### config.mk
export PLATFORM = sky130hd
export DESIGN_NAME = lagged_rotate_add_random_generator
export DESIGN_NICKNAME = d
export VERILOG_FILES = /design/src/rtl/core/lrag_pkg.sv /design/src/rtl/core/lrag_front.sv /design/src/rtl/core/lrag_mod.sv /design/src/rtl/core/lrag_back.sv /design/src/rtl/core/lagged_rotate_add_random_generator.sv
export SDC_FILE = /design/constraint.sdc
export NUM_CORES = 2
export LEC_CHECK = 0
export ABC_AREA = 1
export BUFFER_PORTS_ARGS = -buffer_cell sky130_fd_sc_hd__buf_2
export CAP_MARGIN = 15
export CELL_PAD_IN_SITES_DETAIL_PLACEMENT = 1
export CELL_PAD_IN_SITES_GLOBAL_PLACEMENT = 1
export CORE_AREA = 2 2 360 504
export DETAILED_ROUTE_END_ITERATION = 7
export DIE_AREA = 0 0 362 506
export GPL_TIMING_DRIVEN = 1
export PLACE_DENSITY_LB_ADDON = 0.1
export SETUP_SLACK_MARGIN = 0.4
export SLEW_MARGIN = 20
export SYNTH_ARGS = -nofsm -noshare
export SYNTH_HDL_FRONTEND = slang
export SYNTH_HIERARCHICAL = 1
export SYNTH_SLANG_ARGS = --single-unit
### constraint.sdc
create_clock -name i_clk -period 11.88 [get_ports i_clk]
set_input_delay 0.594 -clock i_clk [delete_from_list [all_inputs] [get_ports i_clk]]
set_output_delay 0.594 -clock i_clk [all_outputs]
set_load 0.01 [all_outputs]
### src/rtl/core/lrag_pkg.sv
package lrag_pkg;

    localparam int unsigned WORD_W      = 32;
    localparam int unsigned RING_LENGTH = 17;
    localparam int unsigned LAG_START   = 10;
    localparam int unsigned PTR_W       = $clog2(RING_LENGTH);
    localparam int unsigned FILL_W      = $clog2(2 * RING_LENGTH);
    localparam int unsigned QUEUE_DEPTH = 2;
    localparam int unsigned QPTR_W      = (QUEUE_DEPTH > 1) ? $clog2(QUEUE_DEPTH) : 1;
    localparam int unsigned QCNT_W      = $clog2(QUEUE_DEPTH + 1);
    localparam int unsigned MODCNT_W    = $clog2(WORD_W);

    localparam logic [PTR_W-1:0]  LEAD_INIT = '0;
    localparam logic [PTR_W-1:0]  LAG_INIT  = PTR_W'(LAG_START % RING_LENGTH);
    localparam logic [PTR_W-1:0]  RING_LAST = PTR_W'(RING_LENGTH - 1);
    localparam logic [FILL_W-1:0] FILL_LAST = FILL_W'(2 * RING_LENGTH - 1);

    localparam logic [WORD_W-1:0] LCG_MULT  = 32'd2891336453;
    localparam logic [WORD_W-1:0] LCG_INC   = 32'd1;
    localparam int unsigned       ROT_FIRST  = 19;
    localparam int unsigned       ROT_SECOND = 27;

    localparam logic CMD_RESEED = 1'b0;

    typedef enum logic {
        OP_RESEED,
        OP_DRAW
    } t_op;

    typedef struct packed {
        t_op               op;
        logic [WORD_W-1:0] seed;
        logic [WORD_W-1:0] modulus;
    } t_job;

    typedef struct packed {
        logic              start;
        logic [WORD_W-1:0] dividend;
        logic [WORD_W-1:0] divisor;
    } t_mod_req;

    typedef struct packed {
        logic              done;
        logic [WORD_W-1:0] remainder;
    } t_mod_rsp;

    typedef enum logic [2:0] {
        ST_IDLE,
        ST_FILL,
        ST_READ,
        ST_CALC,
        ST_MOD,
        ST_DONE
    } t_back_state;

    function automatic logic [WORD_W-1:0] rotl(input logic [WORD_W-1:0] v,
                                                input int unsigned n);
        rotl = (v << n) | (v >> (WORD_W - n));
    endfunction

    function automatic logic [PTR_W-1:0] ring_prev(input logic [PTR_W-1:0] p);
        ring_prev = (p == '0) ? RING_LAST : p - PTR_W'(1);
    endfunction

endpackage

### src/rtl/core/lrag_front.sv
module lrag_front (
    input  logic                   i_clk,
    input  logic                   i_rst_n,
    input  logic                   i_valid,
    output logic                   o_ready,
    input  logic                   i_command,
    input  logic [31:0]            i_seed_value,
    input  logic [31:0]            i_modulus,
    output logic                   o_job_valid,
    output lrag_pkg::t_job         o_job,
    input  logic                   i_job_pop
);
    import lrag_pkg::*;

    t_job              r_queue [QUEUE_DEPTH];
    logic [QPTR_W-1:0] r_wr_ptr, n_wr_ptr;
    logic [QPTR_W-1:0] r_rd_ptr, n_rd_ptr;
    logic [QCNT_W-1:0] r_count, n_count;
    logic              push, pop;
    t_job              in_job;

    // classify the incoming item
    always_comb begin
        in_job.op      = (i_command == CMD_RESEED) ? OP_RESEED : OP_DRAW;
        in_job.seed    = i_seed_value;
        in_job.modulus = i_modulus;
    end

    assign o_ready     = (r_count != QCNT_W'(QUEUE_DEPTH));
    assign o_job_valid = (r_count != '0);
    assign o_job       = r_queue[r_rd_ptr];
    assign push        = i_valid & o_ready;
    assign pop         = i_job_pop & o_job_valid;

    always_comb begin
        n_wr_ptr = r_wr_ptr;
        n_rd_ptr = r_rd_ptr;
        n_count  = r_count;
        if (push) begin
            n_wr_ptr = (r_wr_ptr == QPTR_W'(QUEUE_DEPTH - 1)) ? '0 : r_wr_ptr + QPTR_W'(1);
        end
        if (pop) begin
            n_rd_ptr = (r_rd_ptr == QPTR_W'(QUEUE_DEPTH - 1)) ? '0 : r_rd_ptr + QPTR_W'(1);
        end
        if (push && !pop) begin
            n_count = r_count + QCNT_W'(1);
        end else if (pop && !push) begin
            n_count = r_count - QCNT_W'(1);
        end
    end

    always_ff @(posedge i_clk) begin
        if (!i_rst_n) begin
            r_wr_ptr <= '0;
            r_rd_ptr <= '0;
            r_count  <= '0;
        end else begin
            r_wr_ptr <= n_wr_ptr;
            r_rd_ptr <= n_rd_ptr;
            r_count  <= n_count;
        end
    end

    always_ff @(posedge i_clk) begin
        if (push) begin
            r_queue[r_wr_ptr] <= in_job;
        end
    end

endmodule

### src/rtl/core/lrag_mod.sv
module lrag_mod (
    input  logic               i_clk,
    input  logic               i_rst_n,
    input  lrag_pkg::t_mod_req i_req,
    output lrag_pkg::t_mod_rsp o_rsp
);
    import lrag_pkg::*;

    logic                r_busy;
    logic                r_done;
    logic [MODCNT_W-1:0] r_cnt;
    logic [WORD_W-1:0]   r_rem;
    logic [WORD_W-1:0]   r_dvd;
    logic [WORD_W-1:0]   r_div;
    logic [WORD_W:0]     shifted;
    logic [WORD_W:0]     diff;
    logic                fits;

    // restoring remainder, one dividend bit per cycle
    assign shifted = {r_rem, r_dvd[WORD_W-1]};
    assign diff    = shifted - {1'b0, r_div};
    assign fits    = (shifted >= {1'b0, r_div});

    always_ff @(posedge i_clk) begin
        if (!i_rst_n) begin
            r_busy <= 1'b0;
            r_done <= 1'b0;
            r_cnt  <= '0;
        end else begin
            r_done <= 1'b0;
            if (i_req.start && !r_busy) begin
                r_busy <= 1'b1;
                r_cnt  <= '0;
            end else if (r_busy) begin
                r_cnt <= r_cnt + MODCNT_W'(1);
                if (r_cnt == MODCNT_W'(WORD_W - 1)) begin
                    r_busy <= 1'b0;
                    r_done <= 1'b1;
                end
            end
        end
    end

    always_ff @(posedge i_clk) begin
        if (i_req.start && !r_busy) begin
            r_rem <= '0;
            r_dvd <= i_req.dividend;
            r_div <= i_req.divisor;
        end else if (r_busy) begin
            r_rem <= fits ? diff[WORD_W-1:0] : shifted[WORD_W-1:0];
            r_dvd <= {r_dvd[WORD_W-2:0], 1'b0};
        end
    end

    assign o_rsp.done      = r_done;
    assign o_rsp.remainder = r_rem;

endmodule

### src/rtl/core/lrag_back.sv
module lrag_back (
    input  logic               i_clk,
    input  logic               i_rst_n,
    input  logic               i_job_valid,
    input  lrag_pkg::t_job     i_job,
    output logic               o_job_pop,
    output lrag_pkg::t_mod_req o_mod_req,
    input  lrag_pkg::t_mod_rsp i_mod_rsp,
    output logic               o_valid,
    input  logic               i_ready,
    output logic [31:0]        o_random_value,
    output logic [31:0]        o_raw_word,
    output logic               o_zero_bound
);
    import lrag_pkg::*;

    logic [WORD_W-1:0] mem_first  [RING_LENGTH];
    logic [WORD_W-1:0] mem_second [RING_LENGTH];
    logic [RING_LENGTH-1:0] r_vld_first, r_vld_second;

    t_back_state       r_state, n_state;
    logic [PTR_W-1:0]  r_lead, n_lead;
    logic [PTR_W-1:0]  r_lag, n_lag;
    logic [FILL_W-1:0] r_fill_cnt, n_fill_cnt;
    logic [WORD_W-1:0] r_seed, n_seed;
    logic [WORD_W-1:0] r_modulus, n_modulus;
    logic [WORD_W-1:0] r_y, n_y;
    logic [WORD_W-1:0] r_rem, n_rem;
    logic              r_zero, n_zero;
    logic [WORD_W-1:0] r_first_lead, r_first_lag, r_second_lead, r_second_lag;

    logic              r_out_valid, n_out_valid;
    logic [WORD_W-1:0] r_out_random, r_out_raw;
    logic              r_out_zero;
    logic              out_load;

    logic              we_first, we_second;
    logic [PTR_W-1:0]  wa_first, wa_second;
    logic [WORD_W-1:0] wd_first, wd_second;
    logic [WORD_W-1:0] lcg_next, calc_y, calc_z;

    assign lcg_next = r_seed * LCG_MULT + LCG_INC;
    assign calc_z   = rotl(r_first_lead, ROT_FIRST) + r_first_lag;
    assign calc_y   = rotl(r_second_lead, ROT_SECOND) + r_second_lag;

    always_comb begin
        n_state     = r_state;
        n_lead      = r_lead;
        n_lag       = r_lag;
        n_fill_cnt  = r_fill_cnt;
        n_seed      = r_seed;
        n_modulus   = r_modulus;
        n_y         = r_y;
        n_rem       = r_rem;
        n_zero      = r_zero;
        o_job_pop   = 1'b0;
        out_load    = 1'b0;
        we_first    = 1'b0;
        we_second   = 1'b0;
        wa_first    = r_lead;
        wa_second   = r_lead;
        wd_first    = calc_y;
        wd_second   = calc_z;
        o_mod_req.start    = 1'b0;
        o_mod_req.dividend = r_y;
        o_mod_req.divisor  = r_modulus;
        case (r_state)
            ST_IDLE: begin
                if (i_job_valid) begin
                    o_job_pop = 1'b1;
                    if (i_job.op == OP_RESEED) begin
                        n_seed     = i_job.seed;
                        n_fill_cnt = '0;
                        n_state    = ST_FILL;
                    end else begin
                        n_modulus = i_job.modulus;
                        n_state   = ST_READ;
                    end
                end
            end
            ST_FILL: begin
                // even count fills the first word of a pair, odd the second
                n_seed     = lcg_next;
                wa_first   = r_fill_cnt[FILL_W-1:1];
                wa_second  = r_fill_cnt[FILL_W-1:1];
                wd_first   = lcg_next;
                wd_second  = lcg_next;
                we_first   = ~r_fill_cnt[0];
                we_second  = r_fill_cnt[0];
                n_fill_cnt = r_fill_cnt + FILL_W'(1);
                if (r_fill_cnt == FILL_LAST) begin
                    n_lead  = LEAD_INIT;
                    n_lag   = LAG_INIT;
                    n_state = ST_IDLE;
                end
            end
            ST_READ: begin
                n_state = ST_CALC;
            end
            ST_CALC: begin
                we_first  = 1'b1;
                we_second = 1'b1;
                n_y       = calc_y;
                n_lead    = ring_prev(r_lead);
                n_lag     = ring_prev(r_lag);
                if (r_modulus == '0) begin
                    n_rem   = calc_y;
                    n_zero  = 1'b1;
                    n_state = ST_DONE;
                end else begin
                    n_zero  = 1'b0;
                    n_state = ST_MOD;
                end
            end
            ST_MOD: begin
                // start is taken on the first cycle here, ignored while busy
                o_mod_req.start = 1'b1;
                if (i_mod_rsp.done) begin
                    o_mod_req.start = 1'b0;
                    n_rem   = i_mod_rsp.remainder;
                    n_state = ST_DONE;
                end
            end
            ST_DONE: begin
                if (!r_out_valid || i_ready) begin
                    out_load = 1'b1;
                    n_state  = ST_IDLE;
                end
            end
            default: begin
                n_state = ST_IDLE;
            end
        endcase
    end

    always_comb begin
        n_out_valid = r_out_valid;
        if (out_load) begin
            n_out_valid = 1'b1;
        end else if (i_ready) begin
            n_out_valid = 1'b0;
        end
    end

    always_ff @(posedge i_clk) begin
        if (!i_rst_n) begin
            r_state      <= ST_IDLE;
            r_lead       <= LEAD_INIT;
            r_lag        <= LAG_INIT;
            r_fill_cnt   <= '0;
            r_out_valid  <= 1'b0;
            r_vld_first  <= '0;
            r_vld_second <= '0;
        end else begin
            r_state     <= n_state;
            r_lead      <= n_lead;
            r_lag       <= n_lag;
            r_fill_cnt  <= n_fill_cnt;
            r_out_valid <= n_out_valid;
            if (we_first) begin
                r_vld_first[wa_first] <= 1'b1;
            end
            if (we_second) begin
                r_vld_second[wa_second] <= 1'b1;
            end
        end
    end

    always_ff @(posedge i_clk) begin
        r_seed    <= n_seed;
        r_modulus <= n_modulus;
        r_y       <= n_y;
        r_rem     <= n_rem;
        r_zero    <= n_zero;
        if (out_load) begin
            r_out_random <= r_rem;
            r_out_raw    <= r_y;
            r_out_zero   <= r_zero;
        end
    end

    // buffer pair, written at one address, read at lead and lag
    always_ff @(posedge i_clk) begin
        if (we_first) begin
            mem_first[wa_first] <= wd_first;
        end
        if (we_second) begin
            mem_second[wa_second] <= wd_second;
        end
        if (r_state == ST_READ) begin
            r_first_lead  <= r_vld_first[r_lead]  ? mem_first[r_lead]  : '0;
            r_first_lag   <= r_vld_first[r_lag]   ? mem_first[r_lag]   : '0;
            r_second_lead <= r_vld_second[r_lead] ? mem_second[r_lead] : '0;
            r_second_lag  <= r_vld_second[r_lag]  ? mem_second[r_lag]  : '0;
        end
    end

    assign o_valid        = r_out_valid;
    assign o_random_value = r_out_random;
    assign o_raw_word     = r_out_raw;
    assign o_zero_bound   = r_out_zero;

endmodule

### src/rtl/core/lagged_rotate_add_random_generator.sv
// Lagged rotate-and-add random generator with 17 word pairs in two small
// buffers. A reseed item (command 0) refills all 34 words from a 32-bit
// linear congruential sequence, one multiply per word: it is taken from the
// queue, then the words are filled in turn; it returns no result. A draw
// item (command 1) is taken from the queue, reads the buffers at the lead
// and lag pointers, rotates, adds and writes back, passes through the
// bit-serial remainder unit (a start, a step per dividend bit and a done)
// and loads the output register once it is free. A modulus of 0 skips the
// remainder unit, returns the raw word and sets o_zero_bound. A two-item
// queue in front of the generator accepts up to two more items while a
// draw is in progress or a result waits in the output register; o_ready
// drops once it is full. The buffers read as zero after reset, so draws
// before the first reseed give 0.
module lagged_rotate_add_random_generator (
    input  logic        i_clk,
    input  logic        i_rst_n,
    input  logic        i_valid,
    output logic        o_ready,
    input  logic        i_command,
    input  logic [31:0] i_seed_value,
    input  logic [31:0] i_modulus,
    output logic        o_valid,
    input  logic        i_ready,
    output logic [31:0] o_random_value,
    output logic [31:0] o_raw_word,
    output logic        o_zero_bound
);
    import lrag_pkg::*;

    logic     job_valid;
    t_job     job;
    logic     job_pop;
    t_mod_req mod_req;
    t_mod_rsp mod_rsp;

    lrag_front u_front (
        .i_clk        (i_clk),
        .i_rst_n      (i_rst_n),
        .i_valid      (i_valid),
        .o_ready      (o_ready),
        .i_command    (i_command),
        .i_seed_value (i_seed_value),
        .i_modulus    (i_modulus),
        .o_job_valid  (job_valid),
        .o_job        (job),
        .i_job_pop    (job_pop)
    );

    lrag_mod u_mod (
        .i_clk   (i_clk),
        .i_rst_n (i_rst_n),
        .i_req   (mod_req),
        .o_rsp   (mod_rsp)
    );

    lrag_back u_back (
        .i_clk          (i_clk),
        .i_rst_n        (i_rst_n),
        .i_job_valid    (job_valid),
        .i_job          (job),
        .o_job_pop      (job_pop),
        .o_mod_req      (mod_req),
        .i_mod_rsp      (mod_rsp),
        .o_valid        (o_valid),
        .i_ready        (i_ready),
        .o_random_value (o_random_value),
        .o_raw_word     (o_raw_word),
        .o_zero_bound   (o_zero_bound)
    );

    a_zero_bound_raw: assert property (@(posedge i_clk) disable iff (!i_rst_n)
        o_valid && o_zero_bound |-> o_random_value == o_raw_word)
        else $error("zero bound result differs from raw word");

    a_reduced_not_above_raw: assert property (@(posedge i_clk) disable iff (!i_rst_n)
        o_valid |-> o_random_value <= o_raw_word)
        else $error("reduced value exceeds raw word");

    a_out_clear_after_reset: assert property (@(posedge i_clk)
        i_rst_n && !$past(i_rst_n) |-> !o_valid)
        else $error("result valid right after reset");

endmodule

# Word level (Yosys, flattened, before mapping)

Memories as Yosys holds them, arrays and structs flattened. A register that Yosys moved wholly into a read port is not among the register bits.
Index checks and enable logic that the tools add are counted.

Register bits: 355
Bits in writable memories: 1218
Memories: 3
Output and inout port bits: 67

Bitwise operators: 9
Order comparisons: 5
Muxes and demuxes: 66
Equal/unequal tests: 14
Add/sub/neg operators: 12
$mul: 1
Reduce and logical (&&, ||, !) cells: 31

Memories:

| name              | words | width | rd ports | clocked after Yosys merged registers in | wr ports | line             | source |
|---|---|---|---|---|---|---|---|
| u_back.mem_first  | 17    | 32    | 2        | 2                                       | 1        | lrag_back.sv:17  | `logic [WORD_W-1:0] mem_first [RING_LENGTH];` |
| u_back.mem_second | 17    | 32    | 2        | 2                                       | 1        | lrag_back.sv:18  | `logic [WORD_W-1:0] mem_second [RING_LENGTH];` |
| u_front.r_queue   | 2     | 65    | 1        | 1                                       | 1        | lrag_front.sv:15 | `t_job r_queue [QUEUE_DEPTH];` |

Operators with widths:

| kind                   | number |
|---|---|
| $mux 32                | 9 |
| $pmux 32 s2            | 2 |
| $add 32x32->32         | 2 |
| $or 17x17->17          | 2 |
| $ge 33x32->1           | 1 |
| $add 32x1->32 const B  | 1 |
| $logic_not 32->1       | 1 |
| $mul 32x32->32 const B | 1 |
| $or 32x19->32          | 1 |
| $or 32x27->32          | 1 |
| $sub 32x32->32         | 1 |
| $mux 1                 | 30 |
| $mux 5                 | 5 |
| $bmux 1 s5             | 4 |
| $pmux 5 s2             | 2 |
| $lt 5x6->1 const B     | 3 |
| $pmux 3 s6             | 1 |
| $reduce_bool 2->1      | 7 |
| $mux 3                 | 4 |
| $mux 6                 | 2 |
| $pmux 6 s2             | 1 |
| $logic_not 5->1        | 2 |
| $sub 5x1->5 const B    | 2 |
| $reduce_and 3->1       | 3 |
| other kinds (26)       | 50 |

# Depth between registers and ports, before layout

Word-level depth: 7
Gate-level depth with buffers: 26

# Hierarchy

The synthesis kept the hierarchy.

Modules (own cells, without submodules):

| module     | instances | area each (um2) | cells each |
|---|---|---|---|
| lrag_back  | 1         | 78726.8         | 7916 |
| lrag_mod   | 1         | 6792.8          | 991 |
| lrag_front | 1         | 5136.2          | 239 |

# Worst setup path before layout

OpenSTA, ideal clock, no wires.

Path kind: register -> register
Start: reg u_back.r_state[1]
End: reg u_back.r_first_lag[0], read port of u_back.mem_first, enable pin
Stages on the path, launching flop included: 3
Slack: 1.972 ns
Period minus slack after synthesis: 9.908 ns
Required time: 11.104 ns
Arrival: 9.132 ns
Cells stage by stage: dfxtp_1 inv_1 nor3_1

Cells in the longest elaborated chain, start to end: 1

Ends and longest elaborated chain:

| element                  | line             | source |
|---|---|---|
| start: declaration       | lrag_back.sv:21  | `t_back_state r_state, n_state;` |
| start signal: assignment | lrag_back.sv:155 | `r_state <= n_state;` |
| $eq 3x2->1               | lrag_back.sv:190 | `if (r_state == ST_READ) begin` |
| end: declaration         | lrag_back.sv:30  | `logic [WORD_W-1:0] r_first_lead, r_first_lag, r_second_lead, r_second_lag;` |

No other way between the ends.
A chain may end at the register's enable or synchronous reset.

# Worst setup path after layout

Start: reg u_back.r_seed[8]
End: mem u_back.mem_first[16][29], data pin

Cells in the longest elaborated chain, start to end: 3

Ends and longest elaborated chain:

| element                       | line             | source |
|---|---|---|
| start: declaration            | lrag_back.sv:25  | `logic [WORD_W-1:0] r_seed, n_seed;` |
| start signal: assignment      | lrag_back.sv:170 | `r_seed <= n_seed;` |
| $mul 32x32->32                | lrag_back.sv:42  | `assign lcg_next = r_seed * LCG_MULT + LCG_INC;` |
| $add 32x1->32                 | lrag_back.sv:42  |  |
| $mux 32                       | lrag_back.sv:67  | `case (r_state)` |
| named net u_back.wd_first[29] | lrag_back.sv:39  | `logic [WORD_W-1:0] wd_first, wd_second;` |
| end: declaration              | lrag_back.sv:17  |  |

The timed path passes the listed nets, and every way through them passes these cells.

==> run metrics <==
Synth cell types=64; CP Cell Sequence=ha_1, ha_1, ha_1, inv_1, fa_1, inv_1, fa_1, inv_1, fa_1, inv_1, fa_1, inv_1, fa_1, inv_1, ha_1, nand2_1, nor4_1, nand3_1, nand3_1, nand2_1, nand2_1, a21oi_1, o21ai_1, nand2_1; Max Slew Vio Count=0; Via density=6.28; Worst Path Required=about 12 ns; latest clock arrival within the worst-skew pair=around 0.86 ns; global route overflow=0; nets=9,642; Hold WS=roughly 0.25 ns; initial antenna violation count=18; grt peak-use layer=met2; post-route cell area=99,300 sq um; register area share after synthesis=roughly 55%; Final Hold Viols=0; largest net degree at the start of global routing=218; most frequent cells in the layout=edfxtp_1 (1,604), nand2_1 (1,241), o21ai_0 (1,082), inv_1 (998), a21oi_1 (846); final setup vio count=0; # port buffers=approximately 140; clock tree buffer depth=3; top-area cell type share of the netlist area=a little over half; CP max stage cell=edfxtp_1; Final Cycle Share=between 60% and 70%; Regs by FF count=u_back/mem_first: 544 flops, u_back/mem_second: 544 flops, u_front/r_queue: 130 flops; Most used DFF post-synth=edfxtp_1; DRT Pass-1 Iters=6; total track usage=between 30% and 40%; # rows=184; Ports=136; first-pass GRT wire length=504 mm; number of max-cap violations=0; vias in the first global route=around 77,000; yosys warns=6; WP data arrival=7.94 ns; HP Start=i_ready; Synth Cell Area=approximately 91,000 sq um; # fillers=19,500; Slew @ Worst Pin=roughly 1.3 ns; Reg2Reg Depth=24; Mean Syn Cell Area=about 9.9 sq um; final wirelength=around 350 mm; syn_nets=9,655; top cells by area, synth=edfxtp_1 (53%), o21ai_0 (6.1%), nand2_1 (5.1%), a21oi_1 (4.7%), inv_1 (4.2%); met1 Use GR=between 40% and 50%; clk slew on worst S/H paths=roughly 0.06 ns; H-tree levels=4; most common cell after layout, fill and taps aside=edfxtp_1; initial drt markers=around 7,200; hold-critical path depth=4; Crit Path Max Fanout=17; Crit. End Element=flop; Worst R2R Start=u_back/r_seed[8]; number of enable flip-flop cells after synthesis=around 1,600; Async S/R FF share, synth=0%; Slew HR=12.5%; Worst Hold Class=in2reg; crit path time final=between 7 and 8 ns; Initial Util=approximately half; Worst Hold End=u_back/o_valid; root buf cell=clkbuf_16; CTS tree=yes; core area=roughly 180,000 sq um; Die X=approximately 360 um; final setup skew=between 0.04 and 0.05 ns; unrepaired setup endpoints after global routing=no; hpwl dp=between 200 and 250 mm; Setup crit start kind=flop; M2 GR Usage=between 60% and 70%; die area=about 180,000 sq um; GPL Wtd Cong=between 0.9 and 1; Cells after Synth=roughly 9,000; post-synthesis register bit count=1,702; die height=506 um; status=finished, final reports clean; largest area contributor in the netlist=edfxtp_1; reg2reg setup slack=4.36 ns; Max stage delay on crit path=around 0.69 ns; Fin Setup TNS=0 ns; routed length per instance=approximately 30 um; clk sink count=roughly 1,700; antenna-violating nets left=0; share of cells above drive strength 1=8.34%; Worst R2R End=u_back/mem_first[16][29]; CP Class=reg2reg; GRT met3 Usage=under 10%; Residual DRC=0; DP Area=93,000 sq um; max frequency=~130 MHz; Crit path top cell by count=inv_1; Vias=72,900; synth-to-layout area growth=9.59%; total CTS buffers=169; CTS-repair resized insts=0
[per-stage QoR]
| stage | std cells | util, % | worst slack, ns |
|---|---|---|---|
| 6_report | 11600 | 55.5 | 4.36 |
| 5_1_grt | 11600 | 55.5 | 4.06 |
| 4_1_cts | 11600 | 55.5 | 4.36 |
| 3_5_place_dp | 11200 | 52.0 | 4.36 |
| 3_3_place_gp | 11200 | 52.0 | 4.48 |
| 2_1_floorplan | 9146 | - | 1.97 |
[how the worst max path moves through the flow]
stage / from / endpoint / slack (ns) / cells past startpoint
2_1_floorplan: u_back/r_state[1] / u_back/r_first_lag[0] / 1.97 / 2
6_report: u_back/r_seed[8] / u_back/mem_first[16][29] / 4.36 / 24
4_1_cts: u_back/r_seed[11] / u_back/mem_first[5][29] / 4.36 / 20
3_5_place_dp: u_back/r_seed[11] / u_back/mem_first[5][29] / 4.36 / 20
5_1_grt: u_back/r_seed[11] / u_back/mem_first[12][29] / 4.06 / 23
3_3_place_gp: u_back/r_seed[7] / u_back/mem_first[4][29] / 4.48 / 22
[cell families after synthesis]
| logic type | Yosys count | synth area share [%] |
|---|---|---|
| buffers and inverters | 1555 | 7.38 |
| xor gates and xnor gates | 60 | 0.596 |
| AOI/OAI and AO/OA | 2718 | 16.4 |
| and+or+nand+nor | 2606 | 12.0 |
| muxes | 65 | 1.01 |
| DFF | 1702 | 55.3 |
| adders and majority gates | 440 | 7.27 |
[critical path, delay by kind of cell (launching register included)]
kind | cells | cell delay (ns)
buf+inv | 6 | 0.35
simple gates | 7 | 1.68
compound gates | 2 | 0.69
fa+ha+maj | 9 | 3.66
flops | 1 | 0.69
[Yosys cell counts, drive strengths merged, types with 2 or more instances]
master  count
nand2    1249
nor2      730
or2        11
and2       11
a311oi     32
nand3     491
a31oi      10
nand3b     24
clkinv      3
buf       287
a21boi      5
nand4      31
clkbuf    236
o211ai    258
o21ai    1480
a21oi     854
mux2       65
inv      1028
a221oi      4
edfxtp   1604
dfxtp      98
ha        296
o21a       40
a21o       12
o21bai     12
xor2       29
nor3       41
nor4       17
fa        144
o221ai      5
xnor2      31
o31ai       2
[final cells by class]
cell class	instances	area, sq um	area share (%)
Clock buffer	222	4560	4.59
Timing Repair Buffer	340	2480	2.49
Clock inverter	87	1130	1.14
Inverter	1031	3900	3.92
Multi-Input combinational cell	5889	34200	34.4
Sequential cell	1702	50200	50.5
Tap cell	2325	2910	2.93
Antenna cell	11	27.5	0.0277
[per-layer routing]
| metal | wire length [um] | part of all wire [%] |
|---|---|---|
| met2 | 173000 | 50 |
| met1 | 124000 | 36 |
| met3 | 24300 | 6.9 |
| met5 | 29 | 0.0083 |
| met4 | 27800 | 8.0 |
[timing repair]
item | 4_1_cts | 5_1_grt
hold buffers | 65 | 0
buffers inserted | 0 | 0
hold endpoints to repair | 130 | 0
setup endpoints to repair | 0 | 0
Power is not shown: default switching activity piles up to over one toggle a cycle in this logic, so the estimate is an artifact.
